--- src/rtl/tcst_pkg.sv ---
// ---------------------------------------------------------------------------
// tcst_pkg
// Shared types, codes and helpers for the tile command stream tracker.
// ---------------------------------------------------------------------------
`default_nettype none

package tcst_pkg;

	localparam int MASK_W     = 32;
	localparam int GRP_W      = 5;
	localparam int CODE_W     = 3;
	localparam int CFG_IDX_W  = 1;
	localparam int IN_DATA_W  = 16;
	localparam int OUT_DATA_W = 16;

	// configuration register indexes
	localparam logic [CFG_IDX_W-1:0] CFG_POLY_LONG   = 1'd0;
	localparam logic [CFG_IDX_W-1:0] CFG_VERTEX_LONG = 1'd1;

	// parameter types
	localparam logic [CODE_W-1:0] PT_END_LIST = 3'd0;
	localparam logic [CODE_W-1:0] PT_TILE_CLIP = 3'd1;
	localparam logic [CODE_W-1:0] PT_LIST_SET = 3'd2;
	localparam logic [CODE_W-1:0] PT_POLY     = 3'd4;
	localparam logic [CODE_W-1:0] PT_SPRITE   = 3'd5;
	localparam logic [CODE_W-1:0] PT_VERTEX   = 3'd7;

	// list types
	localparam logic [CODE_W-1:0] LT_OPAQUE_MOD = 3'd1;
	localparam logic [CODE_W-1:0] LT_TRANS_MOD  = 3'd3;
	localparam logic [CODE_W-1:0] LT_PUNCH      = 3'd4;
	localparam logic [CODE_W-1:0] LT_NONE       = 3'd7;

	typedef enum logic [7:0] {
		ST_NS     = 8'b0000_0001,
		ST_PLV32  = 8'b0000_0010,
		ST_PLV64  = 8'b0000_0100,
		ST_MLV64  = 8'b0000_1000,
		ST_PLHV32 = 8'b0001_0000,
		ST_PLHV64 = 8'b0010_0000,
		ST_PLV64H = 8'b0100_0000,
		ST_MLV64H = 8'b1000_0000
	} parse_state_t;

	typedef struct packed {
		logic              action;
		logic [CODE_W-1:0] para_type;
		logic [CODE_W-1:0] list_type;
		logic [GRP_W-1:0]  obj_group;
	} item_t;

	typedef struct packed {
		logic [CODE_W-1:0] parse_state_out;
		logic              list_end;
		logic [CODE_W-1:0] list_end_kind;
		logic              word_ignored;
		logic              bad_list_type;
		logic [CODE_W-1:0] open_list_out;
	} result_t;

	typedef struct packed {
		logic [MASK_W-1:0] poly_long_mask;
		logic [MASK_W-1:0] vertex_long_mask;
	} masks_t;

	function automatic logic [CODE_W-1:0] state_num(input parse_state_t st);
		logic [CODE_W-1:0] n;
		unique case (st)
			ST_NS:     n = 3'd0;
			ST_PLV32:  n = 3'd1;
			ST_PLV64:  n = 3'd2;
			ST_MLV64:  n = 3'd3;
			ST_PLHV32: n = 3'd4;
			ST_PLHV64: n = 3'd5;
			ST_PLV64H: n = 3'd6;
			ST_MLV64H: n = 3'd7;
			default:   n = 3'd0;
		endcase
		return n;
	endfunction

endpackage

`default_nettype wire

--- src/rtl/tcst_cfg_regs.sv ---
// ---------------------------------------------------------------------------
// tcst_cfg_regs
// Long polygon header and long vertex mask registers.
// ---------------------------------------------------------------------------
`default_nettype none

module tcst_cfg_regs (
	input  wire logic                             clk,
	input  wire logic                             arst_n,
	input  wire logic                             cfg_valid,
	output logic                                  cfg_ready,
	input  wire logic [tcst_pkg::CFG_IDX_W-1:0]   cfg_index,
	input  wire logic [tcst_pkg::MASK_W-1:0]      cfg_data,
	output tcst_pkg::masks_t                      masks
);

	logic [tcst_pkg::MASK_W-1:0] poly_long_q;
	logic [tcst_pkg::MASK_W-1:0] vertex_long_q;

	assign cfg_ready = 1'b1;

	always_ff @(posedge clk or negedge arst_n) begin
		if (!arst_n) begin
			poly_long_q   <= '0;
			vertex_long_q <= '0;
		end else if (cfg_valid) begin
			unique case (cfg_index)
				tcst_pkg::CFG_POLY_LONG:   poly_long_q   <= cfg_data;
				tcst_pkg::CFG_VERTEX_LONG: vertex_long_q <= cfg_data;
				default: ;
			endcase
		end
	end

	assign masks.poly_long_mask   = poly_long_q;
	assign masks.vertex_long_mask = vertex_long_q;

endmodule

`default_nettype wire

--- src/rtl/tcst_parser.sv ---
// ---------------------------------------------------------------------------
// tcst_parser
// Parser state, open list register and next-state logic for one word.
// ---------------------------------------------------------------------------
`default_nettype none

module tcst_parser (
	input  wire logic             clk,
	input  wire logic             arst_n,
	input  wire logic             step,
	input  wire tcst_pkg::item_t  item,
	input  wire tcst_pkg::masks_t masks,
	output tcst_pkg::result_t     result
);

	tcst_pkg::parse_state_t state_q, state_n;
	logic [tcst_pkg::CODE_W-1:0] open_q, open_n;
	logic [tcst_pkg::CODE_W-1:0] eff_list;
	logic                        end_n, ign_n, bad_n;
	logic [tcst_pkg::CODE_W-1:0] kind_n;
	tcst_pkg::parse_state_t      poly_st;
	logic                        p64, v64;

	// list type in force: the open one, or the word's own when none is open
	assign eff_list = (open_q == tcst_pkg::LT_NONE) ? item.list_type : open_q;

	assign p64 = masks.poly_long_mask[item.obj_group];
	assign v64 = masks.vertex_long_mask[item.obj_group];

	always_comb begin
		unique case ({p64, v64})
			2'b11:   poly_st = tcst_pkg::ST_PLHV64;
			2'b10:   poly_st = tcst_pkg::ST_PLHV32;
			2'b01:   poly_st = tcst_pkg::ST_PLV64;
			default: poly_st = tcst_pkg::ST_PLV32;
		endcase
	end

	always_comb begin
		state_n = state_q;
		open_n  = open_q;
		end_n   = 1'b0;
		kind_n  = '0;
		ign_n   = 1'b0;
		bad_n   = 1'b0;
		if (item.action) begin
			state_n = tcst_pkg::ST_NS;
		end else begin
			unique case (state_q)
				// second halves: any word is consumed as the tail
				tcst_pkg::ST_PLHV32: state_n = tcst_pkg::ST_PLV32;
				tcst_pkg::ST_PLHV64,
				tcst_pkg::ST_PLV64H: state_n = tcst_pkg::ST_PLV64;
				tcst_pkg::ST_MLV64H: state_n = tcst_pkg::ST_MLV64;
				default: begin
					unique case (item.para_type)
						tcst_pkg::PT_END_LIST: begin
							if (eff_list <= tcst_pkg::LT_PUNCH) begin
								end_n  = 1'b1;
								kind_n = eff_list;
							end else begin
								bad_n = 1'b1;
							end
							open_n  = tcst_pkg::LT_NONE;
							state_n = tcst_pkg::ST_NS;
						end
						tcst_pkg::PT_TILE_CLIP,
						tcst_pkg::PT_LIST_SET: ;
						tcst_pkg::PT_POLY: begin
							if (state_q == tcst_pkg::ST_NS) begin
								open_n = eff_list;
								if (eff_list == tcst_pkg::LT_OPAQUE_MOD ||
								    eff_list == tcst_pkg::LT_TRANS_MOD)
									state_n = tcst_pkg::ST_MLV64;
								else
									state_n = poly_st;
							end else if (state_q != tcst_pkg::ST_MLV64) begin
								state_n = poly_st;
							end
						end
						tcst_pkg::PT_SPRITE: begin
							if (state_q == tcst_pkg::ST_MLV64) begin
								ign_n = 1'b1;
							end else begin
								if (state_q == tcst_pkg::ST_NS)
									open_n = eff_list;
								state_n = tcst_pkg::ST_PLV64;
							end
						end
						tcst_pkg::PT_VERTEX: begin
							unique case (state_q)
								tcst_pkg::ST_PLV64: state_n = tcst_pkg::ST_PLV64H;
								tcst_pkg::ST_MLV64: state_n = tcst_pkg::ST_MLV64H;
								tcst_pkg::ST_PLV32: ;
								default:            ign_n = 1'b1;
							endcase
						end
						default: ign_n = 1'b1;
					endcase
				end
			endcase
		end
	end

	always_ff @(posedge clk or negedge arst_n) begin
		if (!arst_n) begin
			state_q <= tcst_pkg::ST_NS;
			open_q  <= tcst_pkg::LT_NONE;
		end else if (step) begin
			state_q <= state_n;
			open_q  <= open_n;
		end
	end

	assign result.parse_state_out = tcst_pkg::state_num(state_n);
	assign result.list_end        = end_n;
	assign result.list_end_kind   = kind_n;
	assign result.word_ignored    = ign_n;
	assign result.bad_list_type   = bad_n;
	assign result.open_list_out   = open_n;

endmodule

`default_nettype wire

--- src/rtl/tile_command_stream_tracker_core.sv ---
// ---------------------------------------------------------------------------
// tile_command_stream_tracker_core
// Command word parser tracking list state and list ends for a tile stream.
// ---------------------------------------------------------------------------
// One word per clock sustained while the result side keeps taking words. A
// word is caught in the input register, goes through the parser's next-state
// logic and lands in the result register, which drives the output. The
// parser state and open list update as the word moves to the
// result register, which keeps back-to-back words dependent on each other
// exact. While a finished word waits on the result side the input register
// can still take one word; after that s_tready stays low until the result is
// taken. Mask writes are taken at any time but should only be made while the
// stream is idle.
`default_nettype none

module tile_command_stream_tracker_core (
	input  wire logic                                clk,
	input  wire logic                                arst_n,
	input  wire logic                                s_tvalid,
	output logic                                     s_tready,
	// [2:0] para_type, [5:3] list_type, [10:6] obj_group, [15:11] zero
	input  wire logic [tcst_pkg::IN_DATA_W-1:0]      s_tdata,
	// [0] action
	input  wire logic                                s_tuser,
	output logic                                     m_tvalid,
	input  wire logic                                m_tready,
	// [2:0] parse_state_out, [3] list_end, [6:4] list_end_kind,
	// [7] word_ignored, [8] bad_list_type, [11:9] open_list_out, [15:12] zero
	output logic [tcst_pkg::OUT_DATA_W-1:0]          m_tdata,
	input  wire logic                                cfg_valid,
	output logic                                     cfg_ready,
	input  wire logic [tcst_pkg::CFG_IDX_W-1:0]      cfg_index,
	input  wire logic [tcst_pkg::MASK_W-1:0]         cfg_data
);

	tcst_pkg::masks_t  masks;
	tcst_pkg::item_t   item_s1;
	tcst_pkg::result_t res_n;
	tcst_pkg::result_t res_s2;
	logic              valid_s1, valid_s2;
	logic              adv_s2, adv_s1;

	assign adv_s2   = !valid_s2 || m_tready;
	assign adv_s1   = valid_s1 && adv_s2;
	assign s_tready = !valid_s1 || adv_s2;

	tcst_cfg_regs u_cfg (
		.clk       (clk),
		.arst_n    (arst_n),
		.cfg_valid (cfg_valid),
		.cfg_ready (cfg_ready),
		.cfg_index (cfg_index),
		.cfg_data  (cfg_data),
		.masks     (masks)
	);

	tcst_parser u_parser (
		.clk    (clk),
		.arst_n (arst_n),
		.step   (adv_s1),
		.item   (item_s1),
		.masks  (masks),
		.result (res_n)
	);

	always_ff @(posedge clk or negedge arst_n) begin
		if (!arst_n) begin
			valid_s1 <= 1'b0;
		end else if (s_tready) begin
			valid_s1 <= s_tvalid;
		end
	end

	always_ff @(posedge clk) begin
		if (s_tready && s_tvalid) begin
			item_s1.action    <= s_tuser;
			item_s1.para_type <= s_tdata[2:0];
			item_s1.list_type <= s_tdata[5:3];
			item_s1.obj_group <= s_tdata[10:6];
		end
	end

	always_ff @(posedge clk or negedge arst_n) begin
		if (!arst_n) begin
			valid_s2 <= 1'b0;
		end else if (adv_s2) begin
			valid_s2 <= valid_s1;
		end
	end

	always_ff @(posedge clk) begin
		if (adv_s1) begin
			res_s2 <= res_n;
		end
	end

	assign m_tvalid = valid_s2;
	assign m_tdata  = {4'd0,
	                   res_s2.open_list_out,
	                   res_s2.bad_list_type,
	                   res_s2.word_ignored,
	                   res_s2.list_end_kind,
	                   res_s2.list_end,
	                   res_s2.parse_state_out};

endmodule

`default_nettype wire

--- config.mk ---
export PLATFORM = sky130hd
export DESIGN_NAME = tile_command_stream_tracker_core
export DESIGN_NICKNAME = d
export VERILOG_FILES = /design/src/rtl/tcst_pkg.sv /design/src/rtl/tcst_cfg_regs.sv /design/src/rtl/tcst_parser.sv /design/src/rtl/tile_command_stream_tracker_core.sv
export SDC_FILE = /design/constraint.sdc
export NUM_CORES = 1
export LEC_CHECK = 0
export BUFFER_PORTS_ARGS = -buffer_cell sky130_fd_sc_hd__buf_4
export CAP_MARGIN = 20
export CORE_MARGIN = 1.5
export CORE_UTILIZATION = 62
export CTS_CLUSTER_DIAMETER = 40
export DETAILED_ROUTE_END_ITERATION = 8
export GPL_TIMING_DRIVEN = 0
export PLACE_DENSITY = 0.86
export RECOVER_POWER = 50
export SLEW_MARGIN = 25
export SYNTH_ARGS = -nofsm -noshare
export SYNTH_HDL_FRONTEND = slang
export SYNTH_SLANG_ARGS = --single-unit
--- constraint.sdc ---
create_clock -name clk -period 4.7 [get_ports clk]
set_input_delay 0.235 -clock clk [delete_from_list [all_inputs] [get_ports clk]]
set_output_delay 0.235 -clock clk [all_outputs]
set_load 0.02 [all_outputs]
Yosys cells after proc, flatten, opt, wreduce, memory -nomap -nowiden
Cells that the tools add are included.

cells by class
  $lt $le $gt $ge = 2
  equal/unequal tests = 27
  muxes and demuxes = 25
  bitwise operators = 3
  reduce and logical (&&, ||, !) cells = 17

operators by type and width
  cell                                                    number
  two-way mux 8 bit                                       4
  one-hot mux 8 bit (4 select lines)                      1
  one-hot mux 8 bit (3 select lines)                      1
  one-hot mux 3 bit (7 select lines)                      1
  one-hot mux 6 bit (3 select lines)                      1
  == test 8 x 2 -> 1 bit (second input constant)          2
  == test 8 x 3 -> 1 bit (second input constant)          2
  == test 8 x 4 -> 1 bit (second input constant)          2
  == test 8 x 5 -> 1 bit (second input constant)          2
  == test 8 x 6 -> 1 bit (second input constant)          2
  == test 8 x 7 -> 1 bit (second input constant)          2
  == test 8 bit (second input constant)                   2
  one-hot mux 8 bit (2 select lines)                      1
  two-way mux 3 bit                                       5
  == test 3 bit (second input constant)                   4
  binary-select mux 1 bit (select 5 bit)                  2
  one-hot mux 3 bit (3 select lines)                      1
  == test 8 x 1 -> 1 bit (second input constant)          1
  inequality test 8 x 4 -> 1 bit (second input constant)  1
  OR reduction 4 bit                                      2
  OR reduction 7 bit                                      1
  == test 3 x 1 -> 1 bit (second input constant)          2
  == test 3 x 2 -> 1 bit (second input constant)          2
  < comparator 5 x 6 -> 1 bit (second input constant)     1
  16 further kinds                                        29

storage, ports and cells
  flip-flop bits (word level) = 101
  output and inout port bits = 19

Logic depth before layout (Yosys ltp)
  depth in word-level cells = 11
  gate-level depth with buffers = 11

Hierarchy
Synthesis repeated with hierarchy kept, for this count alone.

unflattened totals
  cell total of the unflattened synthesis = 435
  area total of the unflattened synthesis = 5272.6 µm²

modules (own cells, without submodules)
  module                            times used  cells an instance  area an instance (µm²)
  tcst_cfg_regs                     1           139                2437.3
  tcst_parser                       1           259                1976.9
  tile_command_stream_tracker_core  1           37                 858.3

Worst setup path before layout
OpenSTA, ideal clock, no wires.

  path kind = flip-flop to flip-flop
  start point = register item_s1[2] (netlist name)
  end point = register res_s2 (netlist bit m_tdata[0]), data pin
  data arrival time = 2.330 ns
  required time = 4.439 ns
  path slack = 2.109 ns
  stages on the path, launching flop included = 12
  buffers on the path = 3
  period minus slack after synthesis = 2.591 ns
  path through = edfxtp_1 buf_6 buf_8 buf_8 mux2i_1 mux4_2 a22oi_4 nand3b_1 a311o_1 and3_1 o21ai_1 o22ai_1

RTL lines
  element                 line                                    text
  start: declaration      tile_command_stream_tracker_core.sv:37  tcst_pkg::item_t item_s1;
  end signal: assignment  tile_command_stream_tracker_core.sv:93  res_s2 <= res_n;
  end: declaration        tile_command_stream_tracker_core.sv:39  tcst_pkg::result_t res_s2;

==> flow_summary.ini <==
[status]
run_status = finished, final reports clean

[clocking]
clk_latency_ns = 0.37
cts_sinks = 101
cts-htree-levels = 3
cts_max_path_buffers = 2
tritoncts = done
clock-root-buffer = sky130_fd_sc_hd__clkbuf_8
post-cts-setup-buffer-count = 0
cts_repair_resize_count = 0
tritoncts.num_buffers = 9
cts.clk_slew.worst_paths_ns = 0.10

[place]
hpwl_um = 8034
placed_cells = 576
pre_cts_setup_slack_ns = 1.743
gp_routability_congestion = 0.8844
placed_area_sq_mm = 0.005700
port-buffer-count = 63

[drt]
vias = 3605
detailedRoute.firstPassIterationCount = 6
first_iter_violations = 223
final_antenna_net_count = 0
post_drt_via_cell_ratio = 6.079
remaining_drc_errors = 0
totalWireLength_um = 10930
routedWlPerCell_um = 18.43

[timing]
timing.final.max_slew_violations = 0
report.final.hold_viol_count = 0
final_clock_period_utilization_by_the_worst_path_pct = 64.83
slew_headroom_pct = 46.30
timing.clock.skew_ns = 0.01137
min_period_ns = 3.047
timing.fmax_ghz = 0.3282
setup_viol = 0
rsz_0062_raised_after_global_routing = false
setup-tns-final_ns = 0
max_slew.worst_pin.slew_ns = 0.8007
final_critical_path_setup_slack_ns = 1.653

[floorplan]
floorplan.die.width_um = 93.60
floorplan.die.height_um = 93.60
placement_rows = 32
ioPinCount = 74
die-area_sq_mm = 0.008760
core_area_sq_mm = 0.007848
start_util_pct = 64.84

[power_and_ir_drop]
switching_power_w = 0.0006189
power.share.clock_pct = 26.2
internal_power_w = 0.001488
power_density_mw_per_mm2 = 358.5
peakVddDrop_v = 0.0001945
power.combinational.fraction_pct = 20.9
power.share.switching_pct = 29.37
pwr-share-seq_pct = 53.0
leakage_power_total_nw = 2.504

[logic_synthesis]
yosysWarningCount = 0
asr_flop_ratio_synth_pct = 76.24
synthesis.instances = 408
synth_area_sq_mm = 0.005089
synth_largest_type_area_fraction_pct = 35.90
yosys-top-cells-area = sky130_fd_sc_hd__dfrtp_1 36%, sky130_fd_sc_hd__mux2_2 16%, sky130_fd_sc_hd__edfxtp_1 14%
post_synth.cell_area_avg_sq_um = 12.47
yosys_register_bits = 101
edff_count_synth = 24
yosysSeqAreaShare_pct = 52.13
synth_flop_cell = sky130_fd_sc_hd__dfrtp_1
synth_cell_type_count = 63
yosys.area.top_type = sky130_fd_sc_hd__dfrtp_1

[layout]
nets = 541
area.sequential_sq_mm = 0.002653
flow.area_growth_from_synthesis_pct = 15.52
combined_area_of_the_multi_input_logic_cells_sq_mm = 0.002267
postLayoutCoreUtil_pct = 74.90
fillCellCount = 558
antenna-diode-count = 0
finalInstanceArea_sq_mm = 0.005878
fin_cells = 593
drive_gt1_share_pct = 35.44

[global_route]
globalRouteOverflowTotal = 0
grt_pass1_wl_um = 18110
grt_max_degree = 78
groute.usage.overall_pct = 27.00
number_of_global_route_vias_before_repair = 3668
antenna_found_initial = 0

[critical_path]
crit_path_start_kind = flop
worstPathRequired_ns = 4.83
crit_type = reg -> reg
cp_data_arrival_time_ns = 3.18
worst_setup_path_end_kind = flop
critPathMaxFanout = 9

[run]
timing.max_cap.violations = 0

[worst_hold_path]
worstHoldPathType = in -> reg
[cells in the mapped netlist, drive strengths merged (3+ instances only)]
master / number
dfrtp: 73
nand2: 26
a22oi: 5
and3: 6
nand3b: 5
mux2: 73
edfxtp: 24
or3: 3
mux2i: 28
nand2b: 4
nor2: 17
a31oi: 3
clkbuf: 8
nand4: 4
a21oi: 6
nand3: 13
and2: 3
o211ai: 3
mux4: 4
nand4b: 5
nor2b: 8
inv: 5
nor3: 7
o21ai: 21
buf: 17
dfstp: 4
[path summary, 6_finish.rpt]
kind / slack, ns / cells past startpoint / startpoint / to
hold / removal: 0.06 / 2 / s_tvalid / valid_s1$_DFFE_PN0N_
hold reg to reg: 0.51 / 1 / u_cfg.poly_long_q[17]$_DFFE_PN0P_ / u_cfg.poly_long_q[17]$_DFFE_PN0P_
setup reg to reg: 1.65 / 9 / u_parser.state_q[7]$_DFFE_PN0P_ / m_tdata[0]$_DFFE_PP_
setup / recovery: 1.65 / 9 / u_parser.state_q[7]$_DFFE_PN0P_ / m_tdata[0]$_DFFE_PP_
min in group asynchronous: 0.44 / 2 / arst_n / u_cfg.vertex_long_q[6]$_DFFE_PN0P_
max in group asynchronous: 3.77 / 2 / arst_n / u_cfg.vertex_long_q[30]$_DFFE_PN0P_
[cell usage in the layout (no fill, tap or decap), types with 7 or more instances in the layout]
cell                        n
sky130_fd_sc_hd__dfrtp_1   73
sky130_fd_sc_hd__mux2_2    71
sky130_fd_sc_hd__buf_4     46
sky130_fd_sc_hd__mux2i_1   28
sky130_fd_sc_hd__nand2_1   26
sky130_fd_sc_hd__edfxtp_1  24
sky130_fd_sc_hd__clkbuf_1  19
sky130_fd_sc_hd__nor2_1    15
sky130_fd_sc_hd__clkbuf_4  14
sky130_fd_sc_hd__nand3_1   13
sky130_fd_sc_hd__o21ai_0   11
sky130_fd_sc_hd__o21ai_1   10
sky130_fd_sc_hd__clkbuf_8  10
sky130_fd_sc_hd__nor2b_1    8
sky130_fd_sc_hd__nor3_1     7
[area by class of cell]
| class | count | share of cell area (%) |
|---|---|---|
| multi-input cells | 278 | 38.57 |
| well taps | 102 | 2.171 |
| repair buffers | 64 | 7.642 |
| clock inverters | 5 | 0.6599 |
| plain buffers | 25 | 2.618 |
| inverters | 7 | 0.4470 |
| clock buffers | 11 | 2.767 |
| flip-flops and latches | 101 | 45.13 |
[cell families after synthesis]
group,Yosys count,synth area share [%]
xor+xnor,4,0.6886
flops,101,52.13
mux,105,23.43
compound gates,54,7.893
simple gates,110,12.17
other cells,2,0.1476
buf+inv,32,3.541
[sequential cells by signal (all words and copies together), names as in the netlist]
signal,count
valid_s1,1
u_parser.open_q,3
item_s1,12
u_parser.state_q,8
m_tdata,12
m_tvalid,1
u_cfg.poly_long_q,32
u_cfg.vertex_long_q,32
[layer usage]
layer,vias to the layer above,GRT usage [%],part of all wire [%]
li1,1641,-,-
met1,1787,35.31,41
met2,142,44.93,50
met3,35,5.285,6.2
met4,0,9.577,2.9
met5,-,0,0
[power by group through the flow]
| stage | Combinational, W | Clock [W] | Sequential (W) |
|---|---|---|---|
| 2_1_floorplan | 0.000294 | 0 | 0.00112 |
| 6_report | 0.000440 | 0.000551 | 0.00112 |
| 3_3_place_gp | 0.000423 | 0 | 0.00112 |
| 4_1_cts | 0.000447 | 0.000560 | 0.00111 |
| 3_5_place_dp | 0.000443 | 0 | 0.00113 |
| 5_1_grt | 0.000477 | 0.000595 | 0.00113 |
[stage by stage]
stage,power (W),hold slack [ns]
2_1_floorplan,0.001414,-0.06059
3_3_place_gp,0.001545,0.4142
3_5_place_dp,0.001576,0.4150
4_1_cts,0.002121,0.01948
5_1_grt,0.002202,0.04344
6_report,0.002107,0.05558
[critical path, stage by stage, from the launching register on]
cell and delay, ns:
sky130_fd_sc_hd__dfrtp_1 0.33, sky130_fd_sc_hd__clkbuf_1 0.40, sky130_fd_sc_hd__xor2_1 0.13, sky130_fd_sc_hd__o211ai_1 0.23, sky130_fd_sc_hd__a21oi_2 0.16, sky130_fd_sc_hd__or2_2 0.34, sky130_fd_sc_hd__a211oi_1 0.65, sky130_fd_sc_hd__nor2_1 0.30
sky130_fd_sc_hd__nand4_1 0.17, sky130_fd_sc_hd__o22ai_1 0.09
[what timing repair did]
item,in CTS,in global routing
hold endpoints to repair,0,73
hold buffers,0,1
endpoints found under the setup margin,0,0
(Power assumes the default switching activity.)
